`src/rtl/rek_pkg.sv`:
```
`default_nettype none

package rek_pkg;

  // Width of the lockout counter and of the debounce register
  localparam int unsigned LOCKOUT_WIDTH = 10;

  // Reset value of the debounce register
  localparam logic [LOCKOUT_WIDTH-1:0] DEBOUNCE_RESET = LOCKOUT_WIDTH'(10);

  // Rotation event codes
  typedef enum logic [2:0] {
    ROT_NONE      = 3'd0,
    ROT_UP        = 3'd1,
    ROT_DOWN      = 3'd2,
    ROT_PAGE_UP   = 3'd3,
    ROT_PAGE_DOWN = 3'd4
  } rot_evt_t;

  // Button event codes
  typedef enum logic [1:0] {
    BTN_NONE    = 2'd0,
    BTN_PRESS   = 2'd1,
    BTN_RELEASE = 2'd2
  } btn_evt_t;

  // Decoder state carried from one sample to the next
  typedef struct packed {
    logic                     primed;
    logic                     prev_a;
    logic                     prev_b;
    logic                     button_level;
    logic [LOCKOUT_WIDTH-1:0] lockout_count;
  } rek_state_t;

endpackage

`default_nettype wire

```
`src/rtl/rek_step.sv`:
```
`default_nettype none

module rek_step (
  input  rek_pkg::rek_state_t                   state,
  input  logic [rek_pkg::LOCKOUT_WIDTH-1:0]     debounce,
  input  logic                                  enc_a,
  input  logic                                  enc_b,
  input  logic                                  button_raw,
  output rek_pkg::rek_state_t                   state_next,
  output rek_pkg::rot_evt_t                     rot_evt,
  output rek_pkg::btn_evt_t                     btn_evt
);
  import rek_pkg::*;

  logic signed [2:0] da;
  logic signed [2:0] db;
  logic signed [2:0] delta;
  logic              coarse_up;
  logic              coarse_down;

  // Quadrature position change from old and new A/B levels
  always_comb begin
    da    = $signed({2'b00, enc_a}) - $signed({2'b00, state.prev_a});
    db    = $signed({2'b00, enc_b}) - $signed({2'b00, state.prev_b});
    delta = enc_b ? -da : da;
    if (enc_a) begin
      delta = delta + db;
    end else begin
      delta = delta - db;
    end
  end

  // Low-resolution change: B moving while A is low
  assign coarse_up   = !enc_a && !enc_b && state.prev_b;
  assign coarse_down = !enc_a && enc_b && !state.prev_b;

  // Pick events and advance state
  always_comb begin
    state_next = state;
    rot_evt    = ROT_NONE;
    btn_evt    = BTN_NONE;
    if (!state.primed) begin
      state_next.primed       = 1'b1;
      state_next.prev_a       = enc_a;
      state_next.prev_b       = enc_b;
      state_next.button_level = button_raw;
    end else begin
      state_next.prev_a = enc_a;
      state_next.prev_b = enc_b;
      if (button_raw) begin
        if (delta > 3'sd0) begin
          rot_evt = ROT_PAGE_UP;
        end else if (delta < 3'sd0) begin
          rot_evt = ROT_PAGE_DOWN;
        end
      end else begin
        if (coarse_up) begin
          rot_evt = ROT_UP;
        end else if (coarse_down) begin
          rot_evt = ROT_DOWN;
        end
      end
      // Hold off the switch during lockout, else look for an edge
      if (state.lockout_count != '0) begin
        state_next.lockout_count = state.lockout_count - LOCKOUT_WIDTH'(1);
      end else if (button_raw != state.button_level) begin
        btn_evt                  = button_raw ? BTN_PRESS : BTN_RELEASE;
        state_next.button_level  = button_raw;
        state_next.lockout_count = debounce;
      end
    end
  end

endmodule

`default_nettype wire

```
`src/rtl/rotary_encoder_key_events_top.sv`:
```
`default_nettype none
// Rotary encoder and push-switch event decoder.
// Results are loaded into the output register on the sample beat that makes them.
// Throughput: one sample per cycle while the output register is empty or being taken.
// Reset (synchronous, rst high): state cleared, output empty, debounce register
// back to 10; the first sample after reset only primes the stored levels.

module rotary_encoder_key_events_top (
  input  wire logic                              clk,
  input  wire logic                              rst,
  input  wire logic                              cfg_valid,
  output logic                                   cfg_ready,
  input  wire logic [rek_pkg::LOCKOUT_WIDTH-1:0] debounce_ticks,
  input  wire logic                              in_valid,
  output logic                                   in_ready,
  input  wire logic                              enc_a,
  input  wire logic                              enc_b,
  input  wire logic                              button_raw,
  output logic                                   out_valid,
  input  wire logic                              out_ready,
  output logic [2:0]                             rotation_event,
  output logic [1:0]                             button_event
);
  import rek_pkg::*;

  logic [LOCKOUT_WIDTH-1:0] debounce;
  rek_state_t               state;
  rek_state_t               state_next;
  rot_evt_t                 rot_evt;
  btn_evt_t                 btn_evt;
  logic                     in_fire;

  assign cfg_ready = 1'b1;
  assign in_ready  = !out_valid || out_ready;
  assign in_fire   = in_valid && in_ready;

  // Hold the debounce register
  always_ff @(posedge clk) begin
    if (rst) begin
      debounce <= DEBOUNCE_RESET;
    end else if (cfg_valid) begin
      debounce <= debounce_ticks;
    end
  end

  rek_step u_step (
    .state      (state),
    .debounce   (debounce),
    .enc_a      (enc_a),
    .enc_b      (enc_b),
    .button_raw (button_raw),
    .state_next (state_next),
    .rot_evt    (rot_evt),
    .btn_evt    (btn_evt)
  );

  // Advance decoder state on each sample beat
  always_ff @(posedge clk) begin
    if (rst) begin
      state <= '0;
    end else if (in_fire) begin
      state <= state_next;
    end
  end

  // Output register: load on a sample beat, drop when taken
  always_ff @(posedge clk) begin
    if (rst) begin
      out_valid <= 1'b0;
    end else if (in_fire) begin
      out_valid <= 1'b1;
    end else if (out_ready) begin
      out_valid <= 1'b0;
    end
  end

  always_ff @(posedge clk) begin
    if (in_fire) begin
      rotation_event <= rot_evt;
      button_event   <= btn_evt;
    end
  end

  // The priming sample gives no events
  a_prime_quiet: assert property (@(posedge clk) disable iff (rst)
    (in_fire && !state.primed) |=>
      (rotation_event == ROT_NONE && button_event == BTN_NONE))
    else $error("priming sample produced an event");

  // No button event while the lockout runs
  a_lockout_quiet: assert property (@(posedge clk) disable iff (rst)
    (in_fire && state.primed && state.lockout_count != '0) |=>
      (button_event == BTN_NONE))
    else $error("button event during lockout");

  // A button event loads the lockout from the debounce register
  a_lockout_load: assert property (@(posedge clk) disable iff (rst)
    (in_fire && btn_evt != BTN_NONE) |=>
      (state.lockout_count == $past(debounce)))
    else $error("lockout not loaded after button edge");

  // An empty output register never blocks input
  a_ready_empty: assert property (@(posedge clk) disable iff (rst)
    !out_valid |-> in_ready)
    else $error("input stalled with empty output register");

endmodule

`default_nettype wire
```
`config.mk`:
```
export PLATFORM = sky130hd
export DESIGN_NAME = rotary_encoder_key_events_top
export DESIGN_NICKNAME = d
export VERILOG_FILES = /design/src/rtl/rek_pkg.sv /design/src/rtl/rek_step.sv /design/src/rtl/rotary_encoder_key_events_top.sv
export SDC_FILE = /design/constraint.sdc
export NUM_CORES = 1
export LEC_CHECK = 0
export ABC_CLOCK_PERIOD_IN_PS = 2000
export BUFFER_PORTS_ARGS = -buffer_cell sky130_fd_sc_hd__buf_2
export CAP_MARGIN = 20
export CORE_MARGIN = 1.5
export CORE_UTILIZATION = 50
export CTS_BUF_LIST = sky130_fd_sc_hd__clkbuf_16
export DETAILED_ROUTE_END_ITERATION = 10
export HOLD_SLACK_MARGIN = 0.12
export PLACE_DENSITY = 0.83
export RECOVER_POWER = 25
export SYNTH_ARGS = -nofsm -noshare
export SYNTH_HDL_FRONTEND = slang
export SYNTH_SLANG_ARGS = --single-unit
```
`constraint.sdc`:
```
create_clock -name clk -period 2 [get_ports clk]
set_input_delay 0.2 -clock clk [delete_from_list [all_inputs] [get_ports clk]]
set_output_delay 0.2 -clock clk [all_outputs]
set_load 0.03 [all_outputs]
```
==> key figures <==
Run
  – Max Cap Viol: 0

STA
  – Hold Vio Cnt, Final: 0
  – Hold_ws: 0.136 ns
  – Setup violators final: 0
  – Slew @ Worst Pin: 0.709 ns
  – Tcrit/Tclk final: 97.1%
  – Final Max Tran Viols: 0
  – Headroom to the max-slew limit: 52.8%
  – Worst Skew: 0.00671 ns
  – F_max: 0.515 GHz
  – Final min period: 1.94 ns

Floorplanning
  – Initial Util: 53.2%
  – Full die area: 0.00363 mm²
  – Core ar.: 0.00308 mm²
  – Die W: 60.2 µm
  – Die height: 60.2 µm
  – Io pins: 26
  – Row count: 20

Global routing
  – Met1 Use GR: 27.5%
  – M2 GR Usage: 35.2%
  – Busiest grt layer: met2
  – Grt total ovfl: 0
  – Met3 Usage GRT: 4.98%
  – Initial antenna violation count: 0
  – First-pass GRT wire length: 6.02 mm
  – Largest net degree at the start of global routing: 28
  – Vias in the first global route: 1390
  – Total global-route track usage: 22.4%

Finish
  – N_diodes: 0
  – Synth-to-Final Area Change: 27.4%
  – Layout cell share with drive strength beyond 1: 29.6%
  – Fillers: 248
  – Cell area after layout: 0.00209 mm²
  – Area of the multi-input gates: 980 µm²
  – Sequential Area: 656 µm²
  – Fin nets: 248

Detailed routing
  – Antenna viol nets, final: 0
  – DR pass1 iterations: 4
  – Total Wirelength: 3.60 mm
  – Routed length per instance: 13.5 µm
  – # DRC: 0
  – DRT iter0 DRCs: 44
  – Avg Vias per Cell: 5.52
  – Vias: 1475

Worst setup path
  – CP bufs+invs: 2
  – Max stage delay cell, worst path: fa_1
  – CP Cell Sequence: ha_4 > inv_2 > ha_4 > inv_2 > fa_1 > nor2b_4 > nor3b_2 > o21a_1
  – CP Launch Type: flip-flop
  – CP endpoint kind: flip-flop
  – Reg2Reg Setup Slack: 0.06 ns
  – CP required: 2.02 ns
  – Setup Crit Path Kind: flip-flop to flip-flop
  – Max Fanout on Critical Path: 4
  – CP arrival: 1.96 ns
  – Crit-path leading delay family: adder cells
  – Critical Path Max Stage Delay: 0.53 ns

Pwr
  – Power Density: 956 mW/mm²
  – Peak supply drop: 762 µV
  – LEAKAGE: 0.900 nW

Place
  – GP Congestion: 0.856
  – DP Area: 0.00187 mm²
  – Post-DP HPWL: 2.51 mm
  – I/O Buffers: 24

Clock network
  – Clk sinks: 30
  – Hold-fix buffers, CTS: 0
  – Root Buffer: clkbuf_16
  – Latest clock arrival within the worst-skew pair: 0.27 ns
  – Clk slew on worst S/H paths: 0.05 ns
  – CTS tree: built
  – CTS H-tree depth: 2
  – CTS max path bufs: 2
  – CTS buffer count: 5
  – Post-CTS setup buffers: 0

Yosys
  – Main flop type after synthesis: dfxtp_1
  – Netlist cell types: 49
  – Register bit total from synthesis: 30
  – Register area share after synthesis: 39.8%
  – YS warnings: 0
  – Top-area cell type share of the netlist area: 30.6%
  – Most instantiated cells after synthesis: dfxtp_1, nor2_1, nand2_1, a21oi_1, inv_1
  – Syn Area/Cell: 8.80 µm²
  – Post-synth EDFFs: 5
  – Ys async rst share: 0%
  – Mapped Area: 0.00164 mm²
  – Largest cells by area after synthesis: dfxtp_1, edfxtp_1, mux2i_1
  – Largest area contributor in the netlist: dfxtp_1
  – Cell count after synthesis: 186
  – Net count after synthesis: 212
  – Count leader, synth: dfxtp_1

Outcome
  – Status: complete, no violations

Min path
  – Hold WC Path Type: input pin to flip-flop
-- cells by family after synthesis --
family / count (synthesis) / synth area share, %
AO/OA/AOI/OAI: 40 / 15.9
XOR/XNOR: 2 / 1.07
adder cells (fa/ha/maj): 8 / 6.57
buffers and inverters: 19 / 4.66
flip-flops: 30 / 39.8
multiplexers: 12 / 7.49
other: 1 / 0.229
AND/OR/NAND/NOR: 74 / 24.3
-- final cells by class --
| type | instances | share of cell area [%] |
|---|---|---|
| sequential | 30 | 31.4 |
| multi-input combinational | 137 | 47.0 |
| tap | 44 | 2.64 |
| clock buffer | 5 | 6.00 |
| timing repair buffer | 37 | 10.4 |
| inverter | 11 | 1.98 |
| clock inverter | 3 | 0.600 |
-- per-layer routing --
| metal | up-vias | share of wire [%] |
|---|---|---|
| li1 | 734 | - |
| met1 | 673 | 45 |
| met2 | 49 | 46 |
| met5 | - | 0 |
| met4 | 0 | 4.3 |
| met3 | 19 | 4.2 |
-- metrics by stage --
step	cells	worst slack (ns)	setup TNS [ns]	power (mW)	util (%)
final	267	0.0587	0	1.99	67.8
after global routing	267	-0.00432	-0.00432	2.10	67.8
after CTS	267	0.00147	0	1.98	66.5
after detailed placement	259	-0.0910	-0.162	1.26	60.9
after global placement	259	0.0225	0	1.25	60.9
after floorplan	186	0.101	0	1.09	-
-- placed cells by master (no fill, tap or decap), types with 2 or more instances in the layout --
cell       instances
dfxtp_1           23
buf_2             23
nor2_1            20
nand2_1           17
buf_4             13
mux2i_1           10
a21oi_1           10
inv_1              7
nand3_1            7
o21ai_0            6
nor2b_1            5
inv_2              5
edfxtp_1           5
clkbuf_16          5
nor4_1             4
o31ai_1            3
nor3_1             3
a211o_1            3
ha_4               3
ha_1               3
mux2_4             2
a31oi_1            2
or3_1              2
o41ai_1            2
a211oi_1           2
and3_1             2
o21ai_1            2
o21ai_2            2
o21a_1             2
-- state kept, by name, indices dropped and copies added (netlist names) --
register        cells
state              14
out_valid           1
button_event        2
rotation_event      3
debounce           10
-- power by group --
group          leakage (nW)  internal (mW)  switching (mW)
registers             0.257          0.660          0.0340
clock network        0.0724          0.447           0.240
logic                 0.571          0.268           0.345
total                 0.900           1.37           0.619
-- timing repair --
| action | in CTS | in global routing |
|---|---|---|
| pin swaps | 4 | 2 |
| resized for setup | 10 | 11 |
| gates cloned | 0 | 0 |
| setup endpoints to repair | 2 | 7 |
-- final timing paths --
path,endpoint,cells past startpoint,from
setup reg to reg,rotation_event[1],8,state[11]
hold reg to reg,state[3],2,state[3]
hold / removal,debounce[1],2,debounce_ticks[1]
setup / recovery,rotation_event[1],8,state[11]
Note: power is estimated with default switching activity, not from simulation.
